<file path="config.mk">
export PLATFORM = sky130hd
export DESIGN_NAME = rwm_div_flat
export DESIGN_NICKNAME = d
export VERILOG_FILES = /design/src/hdl/rwm_pkg.sv /design/src/hdl/rwm_mean_if.sv /design/src/hdl/rwm_div.sv /design/src/flat_wrapper.sv
export SDC_FILE = /design/constraint.sdc
export NUM_CORES = 1
export LEC_CHECK = 0
export BUFFER_PORTS_ARGS = -buffer_cell sky130_fd_sc_hd__buf_2
export CAP_MARGIN = 40
export CORE_MARGIN = 2
export CORE_UTILIZATION = 35
export CTS_BUF_LIST = sky130_fd_sc_hd__clkbuf_4 sky130_fd_sc_hd__clkbuf_8 sky130_fd_sc_hd__clkbuf_16
export CTS_CLUSTER_SIZE = 12
export DETAILED_ROUTE_END_ITERATION = 12
export HOLD_SLACK_MARGIN = 0.02
export PLACE_DENSITY = 0.63
export SETUP_SLACK_MARGIN = 0.15
export SLEW_MARGIN = 30
export SYNTH_ARGS = -nofsm -noshare
export SYNTH_HDL_FRONTEND = slang
export SYNTH_SLANG_ARGS = --single-unit
</file>
<file path="constraint.sdc">
create_clock -name clk -period 5.7 [get_ports clk]
set_clock_uncertainty 0.15 [all_clocks]
set_input_delay 0.285 -clock clk [delete_from_list [all_inputs] [get_ports clk]]
set_output_delay 0.285 -clock clk [all_outputs]
set_load 0.01 [all_outputs]
</file>
<file path="src/hdl/rwm_pkg.sv">
// shared widths and state types for the running window mean filter
package rwm_pkg;

  localparam int SAMPLE_W = 16;
  localparam int MEAN_W   = 16;
  localparam int LEN_W    = 11;

  typedef enum logic [2:0] {
    R_IDLE  = 3'b001,
    R_SUB   = 3'b010,
    R_START = 3'b100
  } ring_state_t;

  typedef enum logic [2:0] {
    D_IDLE = 3'b001,
    D_RUN  = 3'b010,
    D_DONE = 3'b100
  } div_state_t;

endpackage

</file>
<file path="src/hdl/rwm_mean_if.sv">
// valid/ready channel carrying one mean result per beat
interface rwm_mean_if;
  logic                       valid;
  logic                       ready;
  logic [rwm_pkg::MEAN_W-1:0] mean;

  modport source (output valid, output mean, input ready);
  modport sink   (input valid, input mean, output ready);
endinterface

</file>
<file path="src/hdl/rwm_div.sv">
// bit-serial restoring divider with output register
module rwm_div #(
  parameter int SUM_W = 27
) (
  input  logic                      clk,
  input  logic                      rst,
  input  logic                      start,
  input  logic [SUM_W-1:0]          dividend,
  input  logic [rwm_pkg::LEN_W-1:0] divisor,
  output logic                      ready,
  rwm_mean_if.source                mean_ch
);

  localparam int LW    = rwm_pkg::LEN_W;
  localparam int MW    = rwm_pkg::MEAN_W;
  localparam int CNT_W = $clog2(SUM_W + 1);

  rwm_pkg::div_state_t state;

  logic [CNT_W-1:0] cnt;
  logic [LW-1:0]    rem;
  logic [LW-1:0]    dvs;
  logic [SUM_W-1:0] quo;
  logic [MW-1:0]    omean;
  logic             ovalid;

  logic [LW:0]      rem_sh;
  logic [LW:0]      diff;
  logic             ge;
  logic [MW-1:0]    qsat;
  logic             load_out;

  always_comb begin
    rem_sh = {rem, quo[SUM_W-1]};
    diff   = rem_sh - {1'b0, dvs};
    ge     = (rem_sh >= {1'b0, dvs});
    qsat   = (|quo[SUM_W-1:MW]) ? '1 : quo[MW-1:0];
  end

  assign ready         = (state == rwm_pkg::D_IDLE);
  assign load_out      = (state == rwm_pkg::D_DONE) && (!ovalid || mean_ch.ready);
  assign mean_ch.valid = ovalid;
  assign mean_ch.mean  = omean;

  always_ff @(posedge clk) begin
    if (rst) begin
      state  <= rwm_pkg::D_IDLE;
      ovalid <= 1'b0;
      cnt    <= '0;
    end else begin
      if (load_out) begin
        omean  <= qsat;
        ovalid <= 1'b1;
      end else if (mean_ch.ready) begin
        ovalid <= 1'b0;
      end
      unique case (state)
        rwm_pkg::D_IDLE: begin
          if (start) begin
            quo   <= dividend;
            dvs   <= divisor;
            rem   <= '0;
            cnt   <= '0;
            state <= rwm_pkg::D_RUN;
          end
        end
        rwm_pkg::D_RUN: begin
          rem <= ge ? diff[LW-1:0] : rem_sh[LW-1:0];
          quo <= {quo[SUM_W-2:0], ge};
          cnt <= cnt + CNT_W'(1);
          if (cnt == CNT_W'(SUM_W - 1)) begin
            state <= rwm_pkg::D_DONE;
          end
        end
        rwm_pkg::D_DONE: begin
          if (load_out) begin
            state <= rwm_pkg::D_IDLE;
          end
        end
        default: state <= rwm_pkg::D_IDLE;
      endcase
    end
  end

endmodule

</file>
<file path="src/flat_wrapper.sv">
// flat-port wrapper written by rule: the top's interface ports become plain ports
module rwm_div_flat 
#(
  parameter int SUM_W = 27
)
  (clk, rst, start, dividend, divisor, ready, mean_ch_valid, mean_ch_mean, mean_ch_ready);
  rwm_mean_if mean_ch_i ();
  input  logic clk;
  input  logic rst;
  input  logic start;
  input  logic [SUM_W-1:0] dividend;
  input  logic [rwm_pkg::LEN_W-1:0] divisor;
  output logic ready;
  output wire logic [$bits(mean_ch_i.valid)-1:0] mean_ch_valid;
  output wire logic [$bits(mean_ch_i.mean)-1:0] mean_ch_mean;
  input wire logic [$bits(mean_ch_i.ready)-1:0] mean_ch_ready;
  assign mean_ch_valid = mean_ch_i.valid;
  assign mean_ch_mean = mean_ch_i.mean;
  assign mean_ch_i.ready = mean_ch_ready;
  rwm_div #(.SUM_W(SUM_W)) u_core (.clk(clk), .rst(rst), .start(start), .dividend(dividend), .divisor(divisor), .ready(ready), .mean_ch(mean_ch_i));
endmodule
</file>
==> results.sh <==
export IMPL_first_global_vias=2528
export IMPL_cts_clk_slew_worst_paths_ns=0.09
export IMPL_yosys_warnings=0
export IMPL_slew_headroom=0.574
export IMPL_drv_slew=0
export IMPL_root_buffer="clkbuf_8"
export IMPL_hpwl_microns=5230
export IMPL_fp_dieW_microns=106
export IMPL_cts_tree="built"
export IMPL_grt_max_degree=34
export IMPL_crit_arrival_ns=2.62
export IMPL_syn_nets=399
export IMPL_ys_ff_latch=74
export IMPL_final_setup_viol_count=0
export IMPL_dr_wl_met3_microns=284
export IMPL_finalCriticalPeriod_ns=2.56
export IMPL_first_pass_iters=4
export IMPL_hp_class="primary input to flop"
export IMPL_cp_max_fo=13
export IMPL_ir_worst_vdd_mv=0.110
export IMPL_ant_nets=0
export IMPL_wl_met1_microns=3610
export IMPL_p_leak_nw=1.78
export IMPL_io_pins=60
export IMPL_routed_wl_microns=7400
export IMPL_maxCapViolCount=0
export IMPL_grt_pass1_wl_microns=12000
export IMPL_clockBufferDepth=2
export IMPL_core_sq_um=10200
export IMPL_vias_per_cell=4.67
export IMPL_n_antenna_cell=0
export IMPL_nFillCells=991
export IMPL_critical_path_class="flop to flop"
export IMPL_globalRoute_totalOverflow=0
export IMPL_drc=0
export IMPL_synth_cell_types=44
export IMPL_outcome="finished clean"
export IMPL_syn_area_sq_um=3640
export IMPL_fp_row_count=37
export IMPL_worst_pin_slew_ns=0.638
export IMPL_final_nets=472
export IMPL_routed_wl_met2_microns=3270
export IMPL_fmax_mhz=391
export IMPL_top_layer="met4"
export IMPL_area_growth_pct=21.6
export IMPL_first_iter_violations=88
export IMPL_gp_congestion=0.786
export IMPL_worstSetupStartpointType="flop"
export IMPL_cp_data_required_time_ns=5.76
export IMPL_via_count=2602
export IMPL_htree_levels=3
export IMPL_die_h_microns=106
export IMPL_portBuffers=59
export IMPL_die_area_sq_um=11200
export IMPL_end_kind="flop"
export IMPL_cts_inserted_buffers=9
export IMPL_fin_setup_tns_ns=0
export IMPL_initial_utilization=0.356
export IMPL_clkSinkCount=74
export IMPL_layout_drive_gt1_share=0.247
export IMPL_antenna_found_initial=0
export IMPL_synth_area_per_cell_sq_um=10.6
export IMPL_period_share=0.448
export IMPL_post_route_util=0.433
export IMPL_grt_setup_unrepaired="false"
export IMPL_clkLatencyLatePin_ns=0.36
export IMPL_pwr_density_cell_nw_per_um2=283
export IMPL_ys_seq_area_frac=0.585
export IMPL_finalHoldViolCount=0
export IMPL_track_usage=0.139
export IMPL_wire_per_inst_microns=13.3
export IMPL_synthCells=343
-- through the flow --
stage | hold WS, ns | cell area, sq um | worst slack (ns) | total power, W | cells
after floorplan | 0.207 | 3640 | 2.38 | 0.000777 | 343
after global placement | 0.312 | 4080 | 3.17 | 0.000820 | 529
after detailed placement | 0.315 | 4110 | 3.16 | 0.000829 | 530
after CTS | 0.0263 | 4430 | 3.14 | 0.00127 | 557
after global routing | 0.0355 | 4430 | 2.92 | 0.00131 | 557
final | 0.0382 | 4430 | 3.14 | 0.00125 | 557
-- layout make-up --
class / count / area, sq um / area share
tap: 136 / 170 / 0.0384
timing repair buffer: 74 / 455 / 0.103
clock buffer: 9 / 124 / 0.0280
inverter: 16 / 60.1 / 0.0136
clock inverter: 7 / 86.3 / 0.0195
multi-input combinational: 241 / 1400 / 0.316
sequential: 74 / 2130 / 0.481
-- cells in the mapped netlist (all sizes together) --
cell type	n	area, sq um
o21ai	10	65.1
a2111oi	1	27.5
mux2	2	22.5
nand3	7	35.0
nor2	32	120
a21oi	13	76.3
and4	1	10.0
xnor2	5	43.8
a31oi	1	6.26
edfxtp	65	1950
ha	13	163
o21bai	1	7.51
mux2i	8	80.1
clkbuf	9	33.8
nor2b	3	18.8
fa	1	20.0
and3	1	6.26
dfxtp	9	180
nor3b	1	7.51
nand3b	3	22.5
o31a	1	8.76
o21a	2	15.0
o311ai	1	8.76
a311oi	2	17.5
nor3	8	45.0
nor4	4	25.0
a21o	2	15.0
or2	17	106
xor2	1	8.76
nand4b	1	8.76
nand4	2	12.5
nand2	91	342
o211ai	2	15.0
buf	3	31.3
inv	16	60.1
nand2b	4	25.0
-- cell families after synthesis --
family                     share of synthesized area
and+or+nand+nor                                0.215
muxes                                         0.0282
adders and majority gates                     0.0502
AOI/OAI and AO/OA                             0.0721
buffers and inverters                         0.0343
DFF                                            0.585
xor gates and xnor gates                      0.0144
-- path summary, 6_finish.rpt --
| path | cells after the start | endpoint | from | slack (ns) |
|---|---|---|---|---|
| setup / recovery | 9 | u_core.rem[5]$_SDFFCE_PN0P_ | u_core.quo[26]$_DFFE_PP_ | 3.14 |
| hold reg to reg | 1 | u_core.cnt[4]$_SDFFE_PP0P_ | u_core.cnt[4]$_SDFFE_PP0P_ | 0.34 |
| setup reg to reg | 9 | u_core.rem[5]$_SDFFCE_PN0P_ | u_core.quo[26]$_DFFE_PP_ | 3.14 |
| hold / removal | 3 | u_core.quo[8]$_DFFE_PP_ | dividend[8] | 0.04 |
-- worst max-delay path, cell delays in order (launching register included) --
cell	delay, ns
edfxtp_1	0.36
inv_1	0.06
ha_1	0.23
fa_1	0.41
nand2b_1	0.18
a21o_1	0.20
a21oi_4	0.21
o21ai_4	0.18
or2_1	0.28
o21ai_0	0.15
-- metal layers --
metal | global-route usage | up-vias
met3 | 0.0276 | 16
met5 | 0 | -
li1 | - | 1332
met1 | 0.189 | 1195
met2 | 0.205 | 59
met4 | 0.0818 | 0
-- power breakdown --
| group | internal [W] | switching, W |
|---|---|---|
| Clock | 0.000211 | 0.000219 |
| Combinational | 0.0000778 | 0.000107 |
| Sequential | 0.000622 | 0.0000144 |
| Total | 0.000911 | 0.000341 |
-- cells in the final DEF (no fill, tap or decap), types with 9 or more instances in the layout --
cell type      count
nand2_1           91
edfxtp_1          65
buf_2             59
nor2_1            30
inv_1             16
or2_2             16
ha_1              13
a21oi_1           12
dlygate4sd3_1     11
clkbuf_8           9
dfxtp_1            9
-- state kept, by name (all words and copies together), names as in the netlist --
| register | count |
|---|---|
| u_core.cnt | 5 |
| u_core.dvs | 11 |
| u_core.mean_ch.mean | 16 |
| u_core.mean_ch.valid | 1 |
| u_core.quo | 27 |
| u_core.rem | 11 |
| u_core.state | 3 |
-- what timing repair did --
| item | in CTS | in global routing |
|---|---|---|
| resized for setup | 0 | 0 |
| buffers inserted | 0 | 0 |
| hold endpoints to repair | 11 | 0 |
| hold buffers | 11 | 0 |
No activity file was read; power rests on OpenSTA's default activity.
